[src/rtl/assert_macros.svh]
// ----------------------------------------------------------------------------
// Assertion macros
// Shared concurrent assertion forms, clocked on clk, disabled in reset.
// ----------------------------------------------------------------------------
`ifndef ASSERT_MACROS_SVH
`define ASSERT_MACROS_SVH

// same-cycle implication
`define ASSERT_SAME(label, ante, cons) \
	label: assert property (@(posedge clk) disable iff (!arst_n) (ante) |-> (cons)) \
		else $error("assertion failed: same-cycle implication");

// next-cycle implication
`define ASSERT_NEXT(label, ante, cons) \
	label: assert property (@(posedge clk) disable iff (!arst_n) (ante) |=> (cons)) \
		else $error("assertion failed: next-cycle implication");

`endif

[src/rtl/isr_pkg.sv]
// ----------------------------------------------------------------------------
// isr_pkg
// Field widths and fixed pipeline constants of the integer square root.
// ----------------------------------------------------------------------------
package isr_pkg;

	localparam int RADICAND_FIELD_BITS = 32;
	localparam int ROOT_FIELD_BITS     = 16;
	localparam int STEPS_PER_STAGE     = 4;

	typedef logic [RADICAND_FIELD_BITS-1:0] radicand_t;
	typedef logic [ROOT_FIELD_BITS-1:0]     root_t;

endpackage

[src/rtl/isr_if.sv]
// ----------------------------------------------------------------------------
// isr_arg_if / isr_res_if
// Valid/ready channels carrying one radicand or one root per transaction.
// ----------------------------------------------------------------------------
interface isr_arg_if;
	import isr_pkg::*;

	logic      valid;
	logic      ready;
	radicand_t radicand;

	modport source (output valid, output radicand, input ready);
	modport sink   (input valid, input radicand, output ready);
endinterface

interface isr_res_if;
	import isr_pkg::*;

	logic  valid;
	logic  ready;
	root_t root;

	modport source (output valid, output root, input ready);
	modport sink   (input valid, input root, output ready);
endinterface

[src/rtl/isr_stage.sv]
// ----------------------------------------------------------------------------
// isr_stage
// One pipeline stage: a fixed number of two-bit restoring root steps,
// followed by the stage register with its valid bit and stall control.
// ----------------------------------------------------------------------------
module isr_stage #(
	parameter int ROOT_W = 16,
	parameter int STEPS  = 4
) (
	input  logic                clk,
	input  logic                arst_n,
	input  logic                in_valid,
	output logic                in_ready,
	input  logic [ROOT_W+1:0]   rem_in,
	input  logic [ROOT_W-1:0]   root_in,
	input  logic [2*ROOT_W-1:0] rad_in,
	output logic                out_valid,
	input  logic                out_ready,
	output logic [ROOT_W+1:0]   rem_out,
	output logic [ROOT_W-1:0]   root_out,
	output logic [2*ROOT_W-1:0] rad_out
);
	import isr_pkg::*;

	localparam int REM_W = ROOT_W + 2;
	localparam int RAD_W = 2 * ROOT_W;

	logic              valid_s;
	logic [REM_W-1:0]  rem_s;
	logic [ROOT_W-1:0] root_s;
	logic [RAD_W-1:0]  rad_s;

	logic [REM_W-1:0]  rem_nxt;
	logic [ROOT_W-1:0] root_nxt;
	logic [RAD_W-1:0]  rad_nxt;
	logic              load;

	assign in_ready = !valid_s || out_ready;
	assign load     = in_valid && in_ready;

	always_comb begin
		logic [REM_W-1:0] trial;
		rem_nxt  = rem_in;
		root_nxt = root_in;
		rad_nxt  = rad_in;
		trial    = '0;
		for (int k = 0; k < STEPS; k++) begin
			rem_nxt = {rem_nxt[REM_W-3:0], rad_nxt[RAD_W-1 -: 2]};
			rad_nxt = {rad_nxt[RAD_W-3:0], 2'b00};
			trial   = {root_nxt, 2'b01};
			if (rem_nxt >= trial) begin
				rem_nxt  = rem_nxt - trial;
				root_nxt = {root_nxt[ROOT_W-2:0], 1'b1};
			end else begin
				root_nxt = {root_nxt[ROOT_W-2:0], 1'b0};
			end
		end
	end

	always_ff @(posedge clk or negedge arst_n) begin
		if (!arst_n) begin
			valid_s <= 1'b0;
		end else if (in_ready) begin
			valid_s <= in_valid;
		end
	end

	always_ff @(posedge clk) begin
		if (load) begin
			rem_s  <= rem_nxt;
			root_s <= root_nxt;
			rad_s  <= rad_nxt;
		end
	end

	assign out_valid = valid_s;
	assign rem_out   = rem_s;
	assign root_out  = root_s;
	assign rad_out   = rad_s;

endmodule

[src/rtl/integer_square_root.sv]
// ----------------------------------------------------------------------------
// integer_square_root
// Floor square root of an unsigned radicand, digit by digit, pipelined.
// ----------------------------------------------------------------------------
// Usage:
//   arg  - sink channel; one radicand per transaction. Bits above
//          RADICAND_BITS are ignored.
//   res  - source channel; one root per transaction, in arrival order,
//          the largest value whose square does not exceed the radicand.
//   Each stage resolves four root bits with a chain of four two-bit
//   subtract-and-compare steps; (RADICAND_BITS+1)/2 bits need
//   ceil(steps/4) stages, which is four stages at the default width.
//   Each radicand is registered once per stage, in stage order.
//   Throughput: one transaction per cycle while res is taken.
//   Stall: a stage holds while the next one is full and not draining;
//   arg.ready drops only when every stage holds a transaction.
//   Reset: all stage valid bits clear; nothing is kept between items.
// ----------------------------------------------------------------------------
`include "assert_macros.svh"

module integer_square_root #(
	parameter int RADICAND_BITS = 32
) (
	input  logic      clk,
	input  logic      arst_n,
	isr_arg_if.sink   arg,
	isr_res_if.source res
);
	import isr_pkg::*;

	localparam int STEPS      = (RADICAND_BITS + 1) / 2;
	localparam int NUM_STAGES = (STEPS + STEPS_PER_STAGE - 1) / STEPS_PER_STAGE;
	localparam int ROOT_W     = NUM_STAGES * STEPS_PER_STAGE;
	localparam int REM_W      = ROOT_W + 2;
	localparam int RAD_W      = 2 * ROOT_W;
	localparam int KEEP_BITS  = (RADICAND_BITS < RADICAND_FIELD_BITS) ?
		RADICAND_BITS : RADICAND_FIELD_BITS;

	logic              valid_c [NUM_STAGES+1];
	logic              ready_c [NUM_STAGES+1];
	logic [REM_W-1:0]  rem_c   [NUM_STAGES+1];
	logic [ROOT_W-1:0] root_c  [NUM_STAGES+1];
	logic [RAD_W-1:0]  rad_c   [NUM_STAGES+1];
	logic [NUM_STAGES-1:0] busy;

	assign valid_c[0] = arg.valid;
	assign arg.ready  = ready_c[0];
	assign rem_c[0]   = '0;
	assign root_c[0]  = '0;
	assign rad_c[0]   = RAD_W'(arg.radicand[KEEP_BITS-1:0]);

	for (genvar g = 0; g < NUM_STAGES; g++) begin : g_stage
		isr_stage #(
			.ROOT_W (ROOT_W),
			.STEPS  (STEPS_PER_STAGE)
		) u_stage (
			.clk       (clk),
			.arst_n    (arst_n),
			.in_valid  (valid_c[g]),
			.in_ready  (ready_c[g]),
			.rem_in    (rem_c[g]),
			.root_in   (root_c[g]),
			.rad_in    (rad_c[g]),
			.out_valid (valid_c[g+1]),
			.out_ready (ready_c[g+1]),
			.rem_out   (rem_c[g+1]),
			.root_out  (root_c[g+1]),
			.rad_out   (rad_c[g+1])
		);
		assign busy[g] = valid_c[g+1];
	end

	assign res.valid          = valid_c[NUM_STAGES];
	assign ready_c[NUM_STAGES] = res.ready;

	if (ROOT_W >= ROOT_FIELD_BITS) begin : g_root_trunc
		assign res.root = root_c[NUM_STAGES][ROOT_FIELD_BITS-1:0];
	end else begin : g_root_ext
		assign res.root = ROOT_FIELD_BITS'(root_c[NUM_STAGES]);
	end

	`ASSERT_SAME(a_full_when_blocked, !arg.ready, $countones(busy) == NUM_STAGES)
	`ASSERT_NEXT(a_accept_fills_first, arg.valid && arg.ready, valid_c[1])
	`ASSERT_SAME(a_drop_only_on_take, $fell(res.valid), $past(res.ready))

endmodule

[src/flat_wrapper.sv]
// flat-port wrapper written by rule: the top's interface ports become plain ports
module integer_square_root_flat import isr_pkg::*;
#(
	parameter int RADICAND_BITS = 32
)
  (clk, arst_n, arg_valid, arg_radicand, arg_ready, res_valid, res_root, res_ready);
  isr_arg_if arg_i ();
  isr_res_if res_i ();
  input  logic clk;
  input  logic arst_n;
  input wire logic [$bits(arg_i.valid)-1:0] arg_valid;
  input wire logic [$bits(arg_i.radicand)-1:0] arg_radicand;
  output wire logic [$bits(arg_i.ready)-1:0] arg_ready;
  output wire logic [$bits(res_i.valid)-1:0] res_valid;
  output wire logic [$bits(res_i.root)-1:0] res_root;
  input wire logic [$bits(res_i.ready)-1:0] res_ready;
  assign arg_i.valid = arg_valid;
  assign arg_i.radicand = arg_radicand;
  assign arg_ready = arg_i.ready;
  assign res_valid = res_i.valid;
  assign res_root = res_i.root;
  assign res_i.ready = res_ready;
  integer_square_root #(.RADICAND_BITS(RADICAND_BITS)) u_core (.clk(clk), .arst_n(arst_n), .arg(arg_i), .res(res_i));
endmodule
[config.mk]
export PLATFORM = sky130hd
export DESIGN_NAME = integer_square_root_flat
export DESIGN_NICKNAME = d
export VERILOG_FILES = /design/src/rtl/isr_pkg.sv /design/src/rtl/isr_if.sv /design/src/rtl/isr_stage.sv /design/src/rtl/integer_square_root.sv /design/src/flat_wrapper.sv
export VERILOG_INCLUDE_DIRS = /design/src /design/src/rtl
export SDC_FILE = /design/constraint.sdc
export NUM_CORES = 1
export LEC_CHECK = 0
export ABC_CLOCK_PERIOD_IN_PS = 27400
export BUFFER_PORTS_ARGS = -buffer_cell sky130_fd_sc_hd__buf_2
export CORE_MARGIN = 4
export CORE_UTILIZATION = 30
export CTS_CLUSTER_SIZE = 25
export DETAILED_ROUTE_END_ITERATION = 10
export PLACE_DENSITY_LB_ADDON = 0.2
export SLEW_MARGIN = 5
export SYNTH_ARGS = -nofsm -noshare
export SYNTH_HDL_FRONTEND = slang
export SYNTH_SLANG_ARGS = --single-unit
[constraint.sdc]
create_clock -name clk -period 27.4 [get_ports clk]
set_clock_uncertainty 0.1 [all_clocks]
set_input_delay 0 -clock clk [delete_from_list [all_inputs] [get_ports clk]]
set_output_delay 0 -clock clk [all_outputs]
set_load 0.01 [all_outputs]
---- After elaboration in Yosys (flattened, before gate mapping) ----
Cells that the tools add are included.
word-level totals
  register bits after elaboration ......... 140
  bits in latches ......................... 0
  memory bits (writable) .................. 0
  memory bits (read-only) ................. 0
  bits of input ports ..................... 36
  output and inout bits ................... 18
  logic and storage cells ................. 88
  memories kept ........................... 0
operators by class
  add/subtract/negate cells ............... 15
  $mul .................................... 0
  div/mod/pow operators ................... 0
  magnitude comparators ................... 16
  equality and inequality tests ........... 0
  shifts and indexed selects .............. 0
  mux-type cells .......................... 31
  bitwise logic cells ..................... 0
  reductions and logical operators ........ 12
operator list
  kind                                                            number
  16-bit 2-to-1 mux                                               15
  18-bit by 10-bit greater-or-equal comparator with 1-bit output  1
  18-bit by 11-bit greater-or-equal comparator with 1-bit output  1
  18-bit by 12-bit greater-or-equal comparator with 1-bit output  1
  18-bit by 13-bit greater-or-equal comparator with 1-bit output  1
  18-bit by 14-bit greater-or-equal comparator with 1-bit output  1
  18-bit by 15-bit greater-or-equal comparator with 1-bit output  1
  18-bit by 16-bit greater-or-equal comparator with 1-bit output  1
  18-bit by 17-bit greater-or-equal comparator with 1-bit output  1
  18-bit by 3-bit greater-or-equal comparator with 1-bit output   1
  18-bit by 4-bit greater-or-equal comparator with 1-bit output   1
  18-bit by 5-bit greater-or-equal comparator with 1-bit output   1
  18-bit by 6-bit greater-or-equal comparator with 1-bit output   1
  18-bit by 7-bit greater-or-equal comparator with 1-bit output   1
  18-bit by 8-bit greater-or-equal comparator with 1-bit output   1
  18-bit by 9-bit greater-or-equal comparator with 1-bit output   1
  1-bit 2-to-1 mux                                                16
  16-bit by 10-bit subtractor with 16-bit output                  1
  16-bit by 11-bit subtractor with 16-bit output                  1
  16-bit by 12-bit subtractor with 16-bit output                  1
  16-bit by 13-bit subtractor with 16-bit output                  1
  16-bit by 14-bit subtractor with 16-bit output                  1
  16-bit by 15-bit subtractor with 16-bit output                  1
  16-bit subtractor                                               1
  other kinds (12)                                                21

---- Depth between registers and ports, before layout ----
Gate-level depths: netlist of run 1.
  word-level depth ........................ 8
  mapped depth ............................ 50
  mapped depth without buffers ............ 45

---- Cells and area by module ----
From an unflattened synthesis of run 1, not the netlist that was laid out.
unflattened totals
  cells, all modules ...................... 2,700
  area, all modules ....................... 24,232.0 um^2
modules (own cells, without submodules)
  module                                      times used  cells each  area each (um^2)
  isr_stage at u_core.g_stage[0].u_stage ...  3           684         6,084.6
  isr_stage at u_core.g_stage[3].u_stage      1           647         5,974.5
  integer_square_root                         1           1           3.8

---- Least setup slack after synthesis of run 1 ----
Ideal clock, no wire load.
  path kind ............................... register to register
  from .................................... register u_core.g_stage[1].u_stage.root_s[5]
  to ...................................... register u_core.g_stage[2].u_stage.rem_s[3], data pin
  library setup time ...................... 0.260 ns
  arrival time ............................ 8.367 ns
  required time ........................... 27.040 ns
  setup slack ............................. 18.674 ns
  cell stages (with the launch flop) ...... 46
  cell sequence ........................... edfxtp_1 -> inv_1 -> ha_1 -> buf_2 -> and4_1 -> nand3_1 -> and2_1 -> nand3_1 -> clkinv_1 -> o31ai_1 -> ha_1 -> a21oi_1 -> o211ai_1 -> a21oi_1 -> o221a_2 -> o2111a_1 -> nand2_1 -> inv_1 -> [... 10 more ...] -> a21o_1 -> nand4_1 -> buf_2 -> buf_1 -> nor2_1 -> a21oi_1 -> ha_1 -> a21o_1 -> a21o_1 -> a21oi_1 -> nor2b_1 -> o21ai_0 -> nand2_1 -> nor3_1 -> a211oi_1 -> nor3b_2 -> buf_4 -> mux2_2
on the way
  word-level cells in the longest chain between the ends .. 8
  elaborated cells between the ends (all ways) .. 15
  classes of those cells .................. 4 x add/sub; 4 x order compare; 7 x mux
RTL lines
  item                                                                                                                                     RTL line                          source
  start, declared                                                                                                                          isr_stage.sv:30                   logic [ROOT_W-1:0] root_s;
  start signal, assigned                                                                                                                   isr_stage.sv:71                   root_s <= root_nxt;
  16-bit by 10-bit subtractor with 16-bit output / 18-bit by 10-bit greater-or-equal comparator with 1-bit output (equally long branches)  isr_stage.sv:52, isr_stage.sv:51
  16-bit 2-to-1 mux / 1-bit 2-to-1 mux (equally long branches)                                                                             isr_stage.sv:51                   if (rem_nxt >= trial) begin
  18-bit by 11-bit greater-or-equal comparator with 1-bit output (*)                                                                       isr_stage.sv:51
  1-bit 2-to-1 mux (*)                                                                                                                     isr_stage.sv:51
  via u_core.g_stage[2].u_stage.root_nxt[2]                                                                                                isr_stage.sv:34                   logic [ROOT_W-1:0] root_nxt;
  18-bit by 12-bit greater-or-equal comparator with 1-bit output (*)                                                                       isr_stage.sv:51
  1-bit 2-to-1 mux (*)                                                                                                                     isr_stage.sv:51
  via u_core.g_stage[2].u_stage.root_nxt[1]                                                                                                isr_stage.sv:34
  16-bit by 13-bit subtractor with 16-bit output / 18-bit by 13-bit greater-or-equal comparator with 1-bit output (equally long branches)  isr_stage.sv:52, isr_stage.sv:51
  16-bit 2-to-1 mux (*)                                                                                                                    isr_stage.sv:51
  via u_core.g_stage[2].u_stage.rem_nxt[3]                                                                                                 isr_stage.sv:33                   logic [REM_W-1:0] rem_nxt;
  end signal, assigned                                                                                                                     isr_stage.sv:70                   rem_s <= rem_nxt;
  end, declared                                                                                                                            isr_stage.sv:29                   logic [REM_W-1:0] rem_s;
The timed path passes the listed nets; every way through them passes the cells marked *.
A chain may end at the register's enable or synchronous reset.

---- Worst setup path in the final report of run 1 ----
  from .................................... register u_core.g_stage[1].u_stage.root_s[6]
  to ...................................... register u_core.g_stage[2].u_stage.rem_s[10], data pin
on the way
  word-level cells in the longest chain between the ends .. 8
  elaborated cells between the ends (all ways) .. 15
  classes of those cells .................. 4 x add/sub; 4 x order compare; 7 x mux
RTL lines
  item                                                                                                                                     RTL line
  16-bit by 10-bit subtractor with 16-bit output / 18-bit by 10-bit greater-or-equal comparator with 1-bit output (equally long branches)  isr_stage.sv:52, isr_stage.sv:51
  16-bit 2-to-1 mux / 1-bit 2-to-1 mux (equally long branches)                                                                             isr_stage.sv:51
  18-bit by 11-bit greater-or-equal comparator with 1-bit output (*)                                                                       isr_stage.sv:51
  1-bit 2-to-1 mux (*)                                                                                                                     isr_stage.sv:51
  via u_core.g_stage[2].u_stage.root_nxt[2]                                                                                                isr_stage.sv:34
  16-bit by 12-bit subtractor with 16-bit output / 18-bit by 12-bit greater-or-equal comparator with 1-bit output (equally long branches)  isr_stage.sv:52, isr_stage.sv:51
  16-bit 2-to-1 mux / 1-bit 2-to-1 mux (equally long branches)                                                                             isr_stage.sv:51
  16-bit by 13-bit subtractor with 16-bit output / 18-bit by 13-bit greater-or-equal comparator with 1-bit output (equally long branches)  isr_stage.sv:52, isr_stage.sv:51
  16-bit 2-to-1 mux (*)                                                                                                                    isr_stage.sv:51
  via u_core.g_stage[2].u_stage.rem_nxt[10]                                                                                                isr_stage.sv:33
Marks and branches as above.

==> metrics, run 1 <==
most common cell after layout, fill and taps aside ha_1; crit path kind register to register; Worst R2R Setup Slack 16550 ps; Syn Area/Cell 8.74 um^2; CTS Buf Count 17; worst hold stages 3; Final period util 0.396; Slowest-stage cell, CP o31ai_1; Final Hold Vio Count 0; Hold Crit Class primary input to register; relative slew slack 0.271; Vias 12416; CP max stage delay 570 ps; fin. max-slew vios 0; setup bufs post-CTS 0; CORE AREA 46900 um^2; H-tree levels 4; Crit Reg-Reg Endpoint u_core.g_stage[2].u_stage.rem_out[10]; hold_buf cts 34; root buf cell clkbuf_16; post-cts resize count 0; initial antenna violation count 0; GRT overflow 0; Critical Path Fanout Max 22; Tightest Pin Transition 1090 ps; Antenna Cells 0; fillers 4866; crit path DAT 10950 ps; vias in the first global route 12018; DIE WIDTH 227 um; antenna-violating nets left 0; Max Cap Violations 0; Layout area overhead 12.5%; # port buffers 53; Post-Synthesis Cells 1640; yosys warns 0; Total Nets Final 1909; DP Worst Slack 16500 ps; clock buffer depth 2; WL/cell 17.7 um; first-pass GRT wire length 66.0 mm; final setup fails 0; most frequent cells in the layout 151 x ha_1, 141 x a21oi_1, 136 x edfxtp_1; CTS tree done; WL final 41.5 mm; Pwr Density 94.4 nW/um^2; Hold Path Sink u_core.g_stage[0].u_stage.rem_out[2]; crit path time final 10850 ps; Die Ht 227 um; DRT iter0 DRCs 791; Post-DP HPWL 32.9 mm; DP Cell Count 2276; CP Capture Type register; drt first pass iters 5; Async SR Flop Fraction 0.0286; GP Congestion 0.867; RSZ-0062 raised after global routing no; CTS Sinks 140; share of cells above drive strength 1 0.0998; worst setup margin 16550 ps; drt via density 5.31; Clock Latency Late Sink 450 ps; part of the Yosys area used for sequential elements 0.292; Layout Cells excl Fill 2340; post-synthesis cell type count 97; VDD IR-drop max 0.0000417 V; hold_sp arg_radicand[26]; outcome complete, no violations; largest net degree at the start of global routing 45; EDFF count, synth 136; Yosys reg bits 140; Global Route Usage Sum 0.163; Die ar. 51300 um^2; FMAX 92.1 MHz; LEAKAGE 6.82 nW; initial core utilization 0.306; ys flop type edfxtp_1; Mapped Area 14300 um^2; Residual DRC 0; Reg clk slew, reported paths 60 ps; Row Count 79; WHS 47.8 ps; startpoint types register; Required @ worst endpoint 27500 ps; Reg2Reg Depth 42; reg2reg start u_core.g_stage[1].u_stage.root_out[6]; num ports 54; Setup TNS 0 ps
==> metrics by stage <==
stage	instance area, um^2	utilization	total power [mW]
after floorplan	14300	-	1.07
after global placement	15300	0.326	1.29
after detailed placement	15300	0.326	1.30
after CTS	16100	0.344	1.53
after global routing	16100	0.344	1.66
final	16100	0.344	1.52
==> synth_stat cells (6+ instances only) <==
cell       instances  share of area
ha_1             151           0.13
a21oi_1          141          0.049
edfxtp_1         136           0.28
nand2_1          135          0.035
nor2_1           128          0.034
inv_1            109          0.029
o21ai_0          106          0.037
xnor2_1           81          0.049
xor2_1            62          0.038
a21o_1            58          0.030
nor3_1            42          0.015
nand3_1           41          0.014
nand2b_1          25          0.011
nand4_1           21         0.0092
mux2_2            20          0.016
o21a_1            20          0.010
a31oi_1           18         0.0079
mux2i_1           18          0.013
a211oi_1          16         0.0084
nor2b_1           16         0.0070
and2_1            15         0.0065
and3_1            15         0.0065
or3_1             14         0.0061
o211ai_1          13         0.0068
nor4_1            12         0.0052
clkbuf_1          11         0.0029
or2_2             11         0.0048
o31ai_1           10         0.0052
nor3b_1            9         0.0047
a2111oi_0          8         0.0049
nand3b_1           8         0.0042
buf_1              7         0.0018
o21bai_1           7         0.0037
and4_1             6         0.0037
o211a_1            6         0.0042
==> routing by layer <==
layer | vias up | wire length (um) | track usage | part of all wire
met4 | 0 | 704 | 0.0463 | 0.017
met2 | 241 | 18900 | 0.262 | 0.46
li1 | 6254 | - | - | -
met1 | 5883 | 20400 | 0.228 | 0.49
met3 | 38 | 1480 | 0.0233 | 0.036
met5 | - | 0 | 0 | 0
==> state kept, by name (all words and copies together) (netlist names) <==
register / count
u_core.g_stage.u_stage.rem_out: 48
u_core.g_stage.u_stage.rad_out: 48
u_core.g_stage.u_stage.root_out: 40
u_core.g_stage.u_stage.out_valid: 4
==> worst max-delay path by stage <==
stage	start	to	slack (ps)	depth (start not counted)
finish	u_core.g_stage[1].u_stage.root_out[6]	u_core.g_stage[2].u_stage.rem_out[10]	16550	42
global route	u_core.g_stage[1].u_stage.root_out[6]	u_core.g_stage[2].u_stage.rem_out[8]	15610	42
CTS	u_core.g_stage[1].u_stage.root_out[6]	u_core.g_stage[2].u_stage.rem_out[10]	16480	42
detailed placement	u_core.g_stage[1].u_stage.root_out[6]	u_core.g_stage[2].u_stage.rem_out[10]	16500	42
global placement	u_core.g_stage[1].u_stage.root_out[6]	u_core.g_stage[2].u_stage.rem_out[10]	16330	42
floorplan	u_core.g_stage[1].u_stage.root_out[5]	u_core.g_stage[2].u_stage.rem_out[3]	18670	45
==> logic make-up after synthesis <==
group,after synthesis,synth area share
compound gates,484,0.222
xor+xnor,144,0.0885
fa+ha+maj,151,0.132
buf+inv,148,0.0431
flops,140,0.292
mux,43,0.0324
other cells,1,0.000262
simple gates,529,0.191
==> worst max-delay path, delay by kind of cell (launching register included) <==
family / cells / cell delay, ps
adders and majority gates: 4 / 1650
muxes: 1 / 280
AOI/OAI and AO/OA: 19 / 4180
and+or+nand+nor: 12 / 2240
DFF: 1 / 370
buffers and inverters: 6 / 1750
==> area by class of cell <==
class / count / area, um^2 / area share
inverter: 115 / 432 / 0.0268
tap: 607 / 759 / 0.0471
clock buffer: 19 / 433 / 0.0268
timing repair buffer: 95 / 666 / 0.0413
sequential: 140 / 4180 / 0.259
clock inverter: 11 / 96.3 / 0.00597
multi-input combinational: 1353 / 9560 / 0.593
==> report_power, final <==
part	switching, mW	internal [mW]
Combinational	0.583	0.394
Sequential	0.0321	0.295
Clock	0.0955	0.123
Total	0.710	0.812
No activity file was read; power rests on OpenSTA's default activity.
==> run 2, diff against run 1 <==
--- a/config.mk
+++ b/config.mk
@@ -6,7 +6,7 @@
 export SDC_FILE = /design/constraint.sdc
 export NUM_CORES = 1
 export LEC_CHECK = 0
-export ABC_CLOCK_PERIOD_IN_PS = 27400
+export ABC_CLOCK_PERIOD_IN_PS = 9400
 export BUFFER_PORTS_ARGS = -buffer_cell sky130_fd_sc_hd__buf_2
 export CORE_MARGIN = 4
 export CORE_UTILIZATION = 30
==> constraint.sdc (replaced) <==
create_clock -name clk -period 9.4 [get_ports clk]
set_clock_uncertainty 0.1 [all_clocks]
set_input_delay 0 -clock clk [delete_from_list [all_inputs] [get_ports clk]]
set_output_delay 0 -clock clk [all_outputs]
set_load 0.01 [all_outputs]
==> run 2 against run 1 <==
  * Clock-buffer cell count decreased by 2
  * Maximum frequency increased by 21%
  * Sequential cell count unchanged
  * Routed wire length increased by 4.1%
  * Global-route usage increased by 0.35 points
  * Combinational power increased to 3.1 times the previous value
  * Sequential power increased to 2.9 times the previous value
==> metrics, run 2 (synthesis gave the netlist of run 1 again) <==
reg2reg start u_core.g_stage[2].u_stage.root_out[9] (was u_core.g_stage[1].u_stage.root_out[6]); initial core utilization 0.306 (unchanged); vias in the first global route 12294 (was 12018); crit path time final 8960 ps (was 10850 ps); clock power share 0.141 (was 0.144); fin. max-slew vios 0 (unchanged); CORE AREA 46900 um^2 (unchanged); Post-DP HPWL 34.6 mm (was 32.9 mm); FF/Latch Area 4180 um^2 (unchanged); startpoint types register (unchanged); largest net degree at the start of global routing 45 (unchanged); Hold Path Sink u_core.g_stage[0].u_stage.rem_out[2] (unchanged); drt first pass iters 7 (was 5); Die ar. 51300 um^2 (unchanged); WL/cell 17.9 um (was 17.7 um); Slowest-stage cell, CP edfxtp_1 (was o31ai_1); CTS Buf Count 17 (unchanged); Setup TNS 0 ps (unchanged); Crit path max-delay family compound AO/OA/AOI/OAI gates (unchanged); Reg2Reg Depth 41 (was 42); crit path DAT 9050 ps (was 10950 ps); final setup fails 0 (unchanged); clock buffer depth 2 (unchanged); Global Route Usage Sum 0.166 (was 0.163); Hold Crit Class primary input to register (unchanged); Comb pwr share 0.654 (was 0.641); Max Cap Violations 0 (unchanged); Layout area overhead 17.1% (was 12.5%); H-tree levels 4 (unchanged); area of the multi-input gates 9670 um^2 (was 9560 um^2); antenna-violating nets left 0 (unchanged); CP max stage delay 480 ps (was 570 ps); hold_sp arg_radicand[26] (unchanged); CP bufs+invs 4 (was 6); # port buffers 53 (unchanged); WP depth 41 (was 42); GP Congestion 0.903 (was 0.867); fillers 4898 (was 4866); Residual DRC 0 (unchanged); Final Hold Vio Count 0 (unchanged); root buf cell clkbuf_16 (unchanged); Pwr Density 277 nW/um^2 (was 94.4 nW/um^2); Net Switching 2.16 mW (was 0.710 mW); cell repeated most along the worst path a21o_1; DRT iter0 DRCs 806 (was 791); Tightest Pin Transition 1080 ps (was 1090 ps); Required @ worst endpoint 9490 ps (was 27500 ps); Vias 12665 (was 12416); num ports 54 (unchanged); initial antenna violation count 0 (unchanged); FMAX 112 MHz (was 92.1 MHz); most frequent cells in the layout 148 x ha_1, 136 x edfxtp_1, 135 x nand2_1 (was 151 x ha_1, 141 x a21oi_1, 136 x edfxtp_1); CTS Sinks 140 (unchanged); Critical Path Fanout Max 12 (was 22); crit path kind register to register (unchanged); Net Sw Frac 0.465 (was 0.467); Antenna Cells 0 (unchanged); VDD IR-drop max 0.000119 V (was 0.0000417 V); CP Capture Type register (unchanged); Reg clk slew, reported paths 70 ps (was 60 ps); LEAKAGE 7.17 nW (was 6.82 nW); Worst R2R Setup Slack 440 ps (was 16550 ps); outcome complete, no violations (unchanged); Clock Latency Late Sink 450 ps (about the same); Row Count 79 (unchanged); relative slew slack 0.275 (was 0.271); Util after Layout 0.358 (was 0.344); share of cells above drive strength 1 0.150 (was 0.0998); WL final 43.2 mm (was 41.5 mm); Total Power 4.65 mW (was 1.52 mW); first-pass GRT wire length 67.3 mm (was 66.0 mm); Total Nets Final 1978 (was 1909); GRT overflow 0 (unchanged); worst hold stages 3 (unchanged); Die Ht 227 um (unchanged); drt via density 5.25 (was 5.31); DIE WIDTH 227 um (unchanged); most common cell after layout, fill and taps aside ha_1 (unchanged); Flop pwr share 0.205 (was 0.215); Final period util 0.953 (was 0.396); CTS tree done (unchanged); Crit Reg-Reg Endpoint u_core.g_stage[3].u_stage.root_out[0] (was u_core.g_stage[2].u_stage.rem_out[10]); Pint 2.49 mW (was 0.812 mW)
-- run 2: cell type report --
type                    instances  share of cell area
multi-input cells            1353               0.576
flip-flops and latches        140               0.249
repair buffers                163              0.0701
well taps                     607              0.0453
inverters                     115              0.0259
clock buffers                  17              0.0253
clock inverters                15             0.00783
repair inverters                1            0.000447
-- run 2: worst max-delay path by stage --
stage / start / endpoint
floorplan: u_core.g_stage[1].u_stage.root_out[5] / u_core.g_stage[2].u_stage.rem_out[3]
CTS: u_core.g_stage[2].u_stage.root_out[9] / u_core.g_stage[3].u_stage.root_out[0]
detailed placement: u_core.g_stage[2].u_stage.root_out[9] / u_core.g_stage[3].u_stage.root_out[0]
global placement: u_core.g_stage[0].u_stage.root_out[1] / u_core.g_stage[1].u_stage.rem_out[8]
finish: u_core.g_stage[2].u_stage.root_out[9] / u_core.g_stage[3].u_stage.root_out[0]
global route: u_core.g_stage[2].u_stage.root_out[9] / u_core.g_stage[3].u_stage.root_out[0]
-- run 2: per-layer routing --
layer,track usage,up-vias,wire (um)
met3,0.0269,38,1520
met1,0.233,6034,21400
met4,0.0432,0,806
met2,0.267,204,19500
li1,-,6389,-
met5,0,-,0
-- run 2: power groups by stage --
stage	Sequential (mW)	Clock, mW	Combinational [mW]
3_3_place_gp	0.968	0	2.92
5_1_grt	0.966	0.706	3.37
4_1_cts	0.955	0.677	2.98
6_report	0.954	0.653	3.04
3_5_place_dp	0.966	0	2.93
2_1_floorplan	0.925	0	2.18
-- run 2: tightest hold or removal path, delay by kind of cell --
family | cells | cell delay [ps]
buffers and inverters | 1 | 150
xor gates and xnor gates | 1 | 160
adders and majority gates | 1 | 200
-- run 2: timing repair --
action	4_1_cts	5_1_grt
endpoints found under the setup margin	3	26
gates cloned	0	1
hold buffers	34	0
buffers inserted	3	8
gates resized for setup	3	36
hold endpoints to repair	36	0
pin swaps	2	5
-- run 2: metrics by stage --
stage	area, um^2	hold slack (ps)	setup WS, ps	instances
after floorplan	14300	-396	674	1641
after global placement	15700	-293	-123	2333
after detailed placement	15700	-291	-142	2333
after CTS	16600	64.5	43.2	2402
after global routing	16800	73.8	-22.0	2411
final	16800	75.7	442	2411
==> run 3, diff against run 2 <==
--- a/config.mk
+++ b/config.mk
@@ -9,7 +9,7 @@
 export ABC_CLOCK_PERIOD_IN_PS = 9400
 export BUFFER_PORTS_ARGS = -buffer_cell sky130_fd_sc_hd__buf_2
 export CORE_MARGIN = 4
-export CORE_UTILIZATION = 30
+export CORE_UTILIZATION = 40
 export CTS_CLUSTER_SIZE = 25
 export DETAILED_ROUTE_END_ITERATION = 10
 export PLACE_DENSITY_LB_ADDON = 0.2
==> run 3 against run 2 <==
  * Worst hold slack lost 29 ps
  * Core utilization grew 11 points
  * Via count grew 0.73%
  * Non-clock buffer count shrank 13
  * Clock-buffer cell count grew 3
  * Clock power grew 13%
  * Routed wire length shrank 3.5%
  * Cell count shrank 6.6%
==> metrics, run 3 (synthesis gave the netlist of run 1 again) <==
Vias 12758 (was 12665); worst hold stages 3 (unchanged); Reg2Reg Depth 36 (was 41); Layout area overhead 15.6% (was 17.1%); DIE WIDTH 197 um (was 227 um); num ports 54 (unchanged); fin. max-slew vios 0 (unchanged); crit path time final 9010 ps (was 8960 ps); GP Congestion 0.934 (was 0.903); WL final 41.7 mm (was 43.2 mm); Total Nets Final 1964 (was 1978); Pwr Density 285 nW/um^2 (was 277 nW/um^2); WL/cell 18.5 um (was 17.9 um); LEAKAGE 7.14 nW (was 7.17 nW); H-tree levels 4 (unchanged); Post-DP HPWL 33.0 mm (was 34.6 mm); crit path kind register to register (unchanged); Setup TNS 0 ps (unchanged); initial core utilization 0.404 (was 0.306); Net Sw Frac 0.457 (was 0.465); FF/Latch Area 4180 um^2 (unchanged); VDD IR-drop max 0.000170 V (was 0.000119 V); GRT overflow 0 (unchanged); Global Route Usage Sum 0.211 (was 0.166); FMAX 111 MHz (was 112 MHz); Clock Latency Late Sink 440 ps (was 450 ps); relative slew slack 0.256 (was 0.275); share of cells above drive strength 1 0.142 (was 0.150); Critical Path Fanout Max 14 (was 12); final setup fails 0 (unchanged); startpoint types register (unchanged); antenna-violating nets left 0 (unchanged); Design Area, Final 16600 um^2 (was 16800 um^2); DRT iter0 DRCs 947 (was 806); Die ar. 38900 um^2 (was 51300 um^2); # port buffers 53 (unchanged); area of the multi-input gates 9670 um^2 (about the same); Required @ worst endpoint 9480 ps (was 9490 ps); CTS Buf Count 17 (unchanged); Antenna Cells 0 (unchanged); clock buffer depth 2 (unchanged); WHS 46.8 ps (was 75.7 ps); CTS Sinks 140 (unchanged); CORE AREA 35500 um^2 (was 46900 um^2); Reg clk slew, reported paths 60 ps (was 70 ps); Total Power 4.72 mW (was 4.65 mW); CP Capture Type register (unchanged); fillers 3368 (was 4898); most common cell after layout, fill and taps aside ha_1 (unchanged); Slowest-stage cell, CP nor4b_4 (was edfxtp_1); Final Hold Vio Count 0 (unchanged); Tightest Pin Transition 1110 ps (was 1080 ps); Final period util 0.958 (was 0.953); most frequent cells in the layout 150 x ha_1, 136 x a21oi_1, 136 x edfxtp_1 (was 148 x ha_1, 136 x edfxtp_1, 135 x nand2_1); Residual DRC 0 (unchanged); Flop pwr share 0.204 (was 0.205); largest net degree at the start of global routing 45 (unchanged); initial antenna violation count 0 (unchanged); outcome complete, no violations (unchanged); crit path DAT 9090 ps (was 9050 ps); CTS tree done (unchanged); Pint 2.56 mW (was 2.49 mW); first-pass GRT wire length 65.7 mm (was 67.3 mm); vias in the first global route 12270 (was 12294); Area after DPL 15400 um^2 (was 15700 um^2); Hold Crit Class primary input to register (unchanged); root buf cell clkbuf_16 (unchanged); Row Count 69 (was 79); drt via density 5.67 (was 5.25); Max Cap Violations 0 (unchanged); clock power share 0.157 (was 0.141); Net Switching 2.15 mW (was 2.16 mW); Comb pwr share 0.639 (was 0.654); Die Ht 197 um (was 227 um); CP max stage delay 440 ps (was 480 ps); drt first pass iters 5 (was 7)
run 3: through the flow:
step / utilization / std cells / worst slack (ps)
floorplan: - / 1641 / 674
global placement: 0.434 / 2175 / -371
detailed placement: 0.434 / 2175 / -406
CTS: 0.462 / 2240 / 52.9
global route: 0.467 / 2251 / -54.1
finish: 0.467 / 2251 / 391
run 3: path summary, 6_finish.rpt:
| path | start | endpoint | slack (ps) |
|---|---|---|---|
| max | u_core.g_stage[0].u_stage.root_out[1] | u_core.g_stage[1].u_stage.rem_out[8] | 390 |
| min | arg_radicand[26] | u_core.g_stage[0].u_stage.rem_out[2] | 50 |
| max reg2reg | u_core.g_stage[0].u_stage.root_out[1] | u_core.g_stage[1].u_stage.rem_out[8] | 390 |
| min reg2reg | u_core.g_stage[0].u_stage.rad_out[21] | u_core.g_stage[1].u_stage.rad_out[29] | 320 |
| max in group asynchronous | arst_n | u_core.g_stage[1].u_stage.out_valid | 8670 |
| min in group asynchronous | arst_n | u_core.g_stage[2].u_stage.out_valid | 350 |
run 3: power by group through the flow:
stage | clock network, mW | logic [mW] | registers (mW)
6_report | 0.739 | 3.01 | 0.964
2_1_floorplan | 0 | 2.18 | 0.925
3_3_place_gp | 0 | 2.88 | 0.975
3_5_place_dp | 0 | 2.89 | 0.974
4_1_cts | 0.756 | 2.92 | 0.963
5_1_grt | 0.784 | 3.33 | 0.973
run 3: repair_timing:
action                                  4_1_cts  5_1_grt
endpoints found under the setup margin       16       25
setup buffers                                 0       11
endpoints found under the hold margin        35        0
gates cloned                                  0        0
resized for setup                             5       30
pin swaps                                     0        5
hold buffers                                 33        0
run 3: metal layers:
| metal | vias to the layer above | GRT usage | part of all wire |
|---|---|---|---|
| met2 | 337 | 0.364 | 0.48 |
| li1 | 6367 | - | - |
| met3 | 81 | 0.0264 | 0.042 |
| met1 | 5973 | 0.273 | 0.45 |
| met4 | 0 | 0.0729 | 0.026 |
| met5 | - | 0 | 0 |
run 3: cell type report:
class / instances / area share
clock inverter: 12 / 0.0111
clock buffer: 20 / 0.0270
multi-input combinational: 1353 / 0.583
timing repair buffer: 150 / 0.0649
inverter: 115 / 0.0264
sequential: 140 / 0.252
tap: 461 / 0.0348
run 3: worst max-delay path: cells and delay by family, from the launching register on:
family | cells | cell delay, ps
buf+inv | 4 | 720
flops | 1 | 430
mux | 2 | 570
fa+ha+maj | 4 | 1460
simple gates | 11 | 2810
compound gates | 15 | 2610
